$ cat src/rtl/rtt_trk_pkg.sv
// Shared types and constants for the TCP round-trip-time tracker.
// Used by rtt_trk_ctrl, rtt_trk_dp and tcp_rtt_tracker; depends on nothing.
`default_nettype none

package rtt_trk_pkg;

	// request kinds
	localparam logic CMD_SEND = 1'b0;
	localparam logic CMD_ACK  = 1'b1;

	// result status codes
	localparam logic [2:0] ST_RECORDED  = 3'd0;
	localparam logic [2:0] ST_MEASURED  = 3'd1;
	localparam logic [2:0] ST_FIN       = 3'd2;
	localparam logic [2:0] ST_NOT_FOUND = 3'd3;
	localparam logic [2:0] ST_FULL      = 3'd4;
	localparam logic [2:0] ST_DUPLICATE = 3'd5;

	localparam logic [15:0] SEG_SIZE_RESET = 16'd1024;

	typedef struct packed {
		logic        command;
		logic [31:0] seq_or_ack;
		logic        syn_flag;
		logic        fin_flag;
		logic [31:0] now_ms;
	} in_item_t;

	typedef struct packed {
		logic [2:0]  status;
		logic [31:0] rtt_ms;
		logic [31:0] rtt_max_ms;
		logic [31:0] rtt_min_ms;
		logic [34:0] rtt_avg_x8;
	} out_item_t;

	// controller -> datapath
	typedef struct packed {
		logic load;    // capture the accepted request, clear scan flags
		logic clear;   // write an empty entry at the table address
		logic rd;      // read the entry at the table address
		logic finish;  // commit the request and load the result register
	} ctrl_cmd_t;

	// datapath -> controller
	typedef struct packed {
		logic out_full;  // result register cannot take a new result now
	} dp_status_t;

endpackage

`default_nettype wire

$ cat src/rtl/rtt_trk_ctrl.sv
// Sequencer for the RTT tracker: clearing pass, table scan, commit.
// Depends on rtt_trk_pkg.
`default_nettype none

module rtt_trk_ctrl #(
	parameter int TABLE_DEPTH = 64
) (
	input  wire logic                           clk,
	input  wire logic                           arst_n,
	input  wire logic                           in_valid,
	output logic                                in_ready,
	input  wire rtt_trk_pkg::in_item_t          in_data,
	output rtt_trk_pkg::ctrl_cmd_t              cmd,
	input  wire rtt_trk_pkg::dp_status_t        sts,
	output logic [$clog2(TABLE_DEPTH)-1:0]      tbl_addr
);

	localparam int AW = $clog2(TABLE_DEPTH);

	localparam logic [2:0] S_CLEAR  = 3'd0;
	localparam logic [2:0] S_IDLE   = 3'd1;
	localparam logic [2:0] S_SCAN   = 3'd2;
	localparam logic [2:0] S_DRAIN  = 3'd3;
	localparam logic [2:0] S_FINISH = 3'd4;

	logic [2:0]    state_q, state_d;
	logic [AW-1:0] addr_q, addr_d;
	logic          last;
	logic          skip_scan;

	assign last      = (addr_q == AW'(TABLE_DEPTH - 1));
	assign skip_scan = (in_data.command == rtt_trk_pkg::CMD_ACK) && in_data.fin_flag;
	assign tbl_addr  = addr_q;

	always_comb begin
		state_d  = state_q;
		addr_d   = addr_q;
		cmd      = '0;
		in_ready = 1'b0;
		unique case (state_q)
			S_CLEAR: begin
				cmd.clear = 1'b1;
				addr_d    = last ? '0 : addr_q + AW'(1);
				if (last) begin
					state_d = S_IDLE;
				end
			end
			S_IDLE: begin
				in_ready = 1'b1;
				addr_d   = '0;
				if (in_valid) begin
					cmd.load = 1'b1;
					state_d  = skip_scan ? S_FINISH : S_SCAN;
				end
			end
			S_SCAN: begin
				cmd.rd = 1'b1;
				addr_d = last ? '0 : addr_q + AW'(1);
				if (last) begin
					state_d = S_DRAIN;
				end
			end
			S_DRAIN: begin
				state_d = S_FINISH;
			end
			S_FINISH: begin
				if (!sts.out_full) begin
					cmd.finish = 1'b1;
					state_d    = S_IDLE;
				end
			end
			default: begin
				state_d = S_CLEAR;
				addr_d  = '0;
			end
		endcase
	end

	always_ff @(posedge clk or negedge arst_n) begin
		if (!arst_n) begin
			state_q <= S_CLEAR;
			addr_q  <= '0;
		end else begin
			state_q <= state_d;
			addr_q  <= addr_d;
		end
	end

endmodule

`default_nettype wire

$ cat config.mk
export PLATFORM = sky130hd
export DESIGN_NAME = rtt_trk_ctrl
export DESIGN_NICKNAME = d
export VERILOG_FILES = /design/src/rtl/rtt_trk_pkg.sv /design/src/rtl/rtt_trk_ctrl.sv
export SDC_FILE = /design/constraint.sdc
export NUM_CORES = 1
export LEC_CHECK = 0
export BUFFER_PORTS_ARGS = -buffer_cell sky130_fd_sc_hd__buf_2
export CORE_ASPECT_RATIO = 1.1
export CORE_MARGIN = 2
export CORE_UTILIZATION = 29
export CTS_BUF_LIST = sky130_fd_sc_hd__clkbuf_4 sky130_fd_sc_hd__clkbuf_8
export DETAILED_ROUTE_END_ITERATION = 8
export PLACE_DENSITY = 0.82
export SYNTH_ARGS = -nofsm -noshare
export SYNTH_HDL_FRONTEND = slang
export SYNTH_SLANG_ARGS = --single-unit
$ cat constraint.sdc
create_clock -name clk -period 1.8 [get_ports clk]
set_input_delay 0.18 -clock clk [delete_from_list [all_inputs] [get_ports clk]]
set_output_delay 0.18 -clock clk [all_outputs]
set_load 0.1 [all_outputs]
### After elaboration in Yosys (flattened, before gate mapping)

Index checks and enable logic that the tools add are counted.
Widths: inputs -> output; s select.

* word-level logic and storage cells: 32
* RAM bits: 0
* output and inout port bits: 11
* bits in latches: 0
* input port bits: 71
* ROM bits: 0
* register bits after elaboration: 9
* memories kept: 0

* divide/modulo/power cells: 0
* equality and inequality tests: 9
* shift operators: 0
* bitwise operators: 0
* multiplexer cells: 15
* $lt $le $gt $ge: 0
* reductions and logical operators: 5
* $mul: 0
* $add $sub $neg: 1

Operators with widths (count)
* $mux 3: 5
* $pmux 3 s5: 1
* $pmux 6 s2: 1
* $ne 2x2->1 const B: 4
* $mux 1: 7
* $add 6x1->6 const B: 1
* $eq 3x2->1 const B: 2
* $eq 6x6->1 const B: 1
* $mux 6: 1
* $reduce_and 4->1: 1
* $reduce_or 2->1: 2
* $eq 3x1->1 const B: 1
* $eq 3x3->1 const B: 1
* $logic_not 3->1: 1
* $logic_and 1x1->1: 1

### Longest topological paths before layout

* depth in word-level cells: 4
* mapped depth: 5

### Least setup slack after synthesis

OpenSTA, ideal clock, no wires.

* path type: reg-to-output
* from: register state_q[1]
* to: output cmd[3] in the netlist's numbering
* arrival time: 2.777 ns
* stages on the path, launching flop included: 4
* slack: -1.157 ns
* path through: dfrtp_1 > clkbuf_1 > nor2_1 > and2_1

RTL lines
* start: declaration: line rtt_trk_ctrl.sv:26 `logic [2:0] state_q, state_d;`
* start signal: assignment: line rtt_trk_ctrl.sv:84 `state_q <= state_d;`
* end: declaration: line rtt_trk_ctrl.sv:13 `output rtt_trk_pkg::ctrl_cmd_t cmd,`

==> metrics.md <==
| Metric | Value |
|---|---|
| Status | complete, no violations |
| Post-Synth XOR/XNOR Area | 0% |
| # fillers | 179 |
| Worst hold stages | 3 |
| Metal-1 WL | 645 µm |
| Core ar. | 1800 µm² |
| Capture point of the worst reg-to-reg path | tbl_addr[5]$_DFFE_PN0N_ |
| Clk_skew | 0.00116 ns |
| Total clock sinks | 9 |
| Post-detail-place hpwl | 1.12 mm |
| Post-synthesis mux area share | 0% |
| Die area | 2320 µm² |
| CP startpoint kind | flop |
| Finished Layout Cells | 108 |
| Final wirelength | 1.46 mm |
| DR pass1 iterations | 4 |
| Placed insts | 103 |
| CP max stage cell | dfrtp_2 |
| Largest cells by area after synthesis | dfrtp_1, o21ai_0, nand2_1 |
| Dpl ws | 0.144 ns |
| Routed met3 length | 94 µm |
| TritonCTS buffer count | 3 |
| Critical Path Fanout Max | 16 |
| Vias in the first global route | 604 |
| Area growth from synthesis to layout | 47.1% |
| Metal2 WL | 705 µm |
| Vias/cell | 5.44 |
| Mapped Avg Cell Area | 8.20 µm² |
| FF-to-FF setup slack | 0.13 ns |
| Max-cap check violation count | 0 |
| Skew-Pair Late Insertion Delay | 0.26 ns |
| Antenna cells | 0 |
| Highest clock rate | 0.585 GHz |
| Worst Setup End Kind | output port |
| GP Congestion | 0.738 |
| Register area share after synthesis | 39.8% |
| Worst Hold Path EP | state_q[2]$_DFFE_PN0P_ |
| Ys flop type | dfrtp_1 |
| Synthesized-area fraction occupied by ao, oa, aoi and oai cells | 21.7% |
| Initial antenna violation count | 0 |
| Simple-gate portion of the synthesized area | 33.4% |
| TritonCTS clock tree | done |
| Share of layout cells above drive strength 1 | 41.1% |
| Drc violations | 0 |
| Worst-path clk slew | 0.06 ns |
| Post-synthesis adder-cell area fraction | 2.21% |
| R2R depth | 5 |
| First-pass GRT wire length | 2.50 mm |
| Tightest Hold Check Type | in -> reg |
| CP Class | reg -> out |
| Largest net degree at the start of global routing | 17 |
| Std cell rows | 16 |
| VDD IR-drop max | 1250 µV |
| Area occupied by multi-input gates | 367 µm² |
| Final Hold Viols | 0 |
| Largest family of logic cells by synthesized area | simple AND/OR/NAND/NOR gates |
| Initial core utilization | 31.4% |
| Root Driver | clkbuf_4 |
| Worst endpoint data arrival time | 1.53 ns |
| Fraction of registers with async set/reset | 100% |
| RSZ-0062 raised after global routing | false |
| Min Tclk post-route | 1.71 ns |
| Max-slew headroom | 67.8% |
| Total GRT Usage | 15.1% |
| Clk buf depth | 2 |
| IO Port Bufs | 16 |
| Post-Syn Instances | 69 |
| Worst EP required | 1.62 ns |
| Max H-tree Level | 1 |
| Flops & latches, synth | 9 |
| LEAKAGE | 0.356 nW |
| Initial DRC count | 9 |
| Setup ws final | 0.0897 ns |
| Chip height | 50.3 µm |
| Yosys top cell area share | 39.8% |
| CP Cell Sequence | buf_4, nor3_4, buf_2 |
| # IOs | 82 |
| Largest area contributor in the netlist | dfrtp_1 |
| Synth top cells by count | dfrtp_1, nand2_1, nor2_1 |
| Final setup vio count | 0 |
| Period Utilization, post-route | 95.0% |
| Worst R2R Start | tbl_addr[1]$_DFFE_PN0N_ |
| P per Cell Area | 2070 nW/µm² |
| Die Width | 46.1 µm |
| Antenna Nets Post-Route | 0 |
| Top sig layer | met4 |
| Nets | 163 |
| Storage element area | 236 µm² |
| Vias post-DR | 588 |
| Worst Tran Pin Value | 0.486 ns |
| Worst path max stage delay | 0.50 ns |
| Total Power Consumption | 1.72 mW |
| Wire per inst | 13.5 µm |
| HP Start | sts |
| Net Count, Synth | 141 |
| Number of synthesized flops with an enable pin | 0 |
| Fin. max-slew vios | 0 |
| Synthesized area | 566 µm² |
| Grt total ovfl | 0 |
| Syn. warnings | 0 |
| Unique masters post-synth | 28 |
[report_power, final]
group          total [mW]  switching, mW  internal (mW)
clock network       0.172         0.0712          0.101
registers           0.464          0.162          0.302
logic                1.08          0.826          0.257
total                1.72           1.06          0.659
[layer usage]
metal,vias up,GRT usage (%)
li1,294,-
met1,272,16.9
met2,20,22.5
met3,2,5.40
met4,0,11.4
met5,-,0
[cell usage in the layout (no fill, tap or decap)]
cell / instances
or2_2: 1
o41ai_1: 1
dlygate4sd3_1: 1
nor2_1: 6
buf_4: 3
and2_1: 1
dfrtp_1: 4
nand2_1: 9
a22o_1: 1
nand2b_2: 1
o21ai_0: 7
and2_2: 1
o21a_1: 1
or3_1: 1
a31oi_1: 1
nand3_1: 3
a211o_1: 1
o41a_1: 1
nor3_4: 1
and3_4: 2
ha_4: 1
or4_1: 1
clkbuf_4: 4
a211oi_1: 1
dfrtp_4: 2
inv_1: 1
buf_2: 12
dfrtp_2: 3
buf_12: 4
a21oi_1: 4
and3b_1: 1
nor3b_1: 1
nand2b_1: 1
and3_1: 1
nor3_1: 3
nor2_4: 2
a311oi_1: 1
[cell families (layout without fill, tap and decap cells)]
family          after synthesis  count (layout)
buf+inv                       4              25
compound gates               19              19
simple gates                 36              36
flops                         9               9
fa+ha+maj                     1               1
[worst max-delay path, delay by kind of cell, from the launching register on]
family	cells	cell delay (ns)
DFF	1	0.50
buffers and inverters	2	0.62
and+or+nand+nor	1	0.14
[area by class of cell]
class | instances | share of cell area (%)
multi-input combinational | 56 | 44.1
sequential | 9 | 28.4
timing repair buffer | 20 | 20.8
clock buffer | 4 | 3.61
tap | 18 | 2.71
inverter | 1 | 0.451
[stage by stage]
step           TNS [ns]  cell area, µm²  hold slack [ns]  util, %
2_1_floorplan    -0.113             616           -0.116        -
3_3_place_gp          0             788           0.0483     43.8
3_5_place_dp          0             788           0.0465     43.8
4_1_cts               0             828            0.175     46.0
5_1_grt               0             832            0.199     46.2
6_report              0             832            0.184     46.2
[registers in the layout, indices dropped and copies added, names as in the netlist]
| name | flops |
|---|---|
| state_q | 3 |
| tbl_addr | 6 |
[worst max-delay path by stage]
stage                             from                      end  cells past startpoint
6_report        state_q[0]$_DFFE_PN0P_                   cmd[2]                      3
3_5_place_dp   tbl_addr[0]$_DFFE_PN0N_  tbl_addr[5]$_DFFE_PN0N_                      5
2_1_floorplan   state_q[1]$_DFFE_PN0P_                   cmd[3]                      3
3_3_place_gp   tbl_addr[0]$_DFFE_PN0N_  tbl_addr[5]$_DFFE_PN0N_                      5
4_1_cts         state_q[0]$_DFFE_PN0P_                   cmd[3]                      4
5_1_grt         state_q[2]$_DFFE_PN0P_                   cmd[3]                      4
[what timing repair did]
item	in CTS	in global routing
gates resized for setup	0	2
endpoints found under the setup margin	0	2
buffers inserted	0	0
hold endpoints to repair	9	0
hold buffers	1	0
Note: power is estimated with default switching activity, not from simulation.
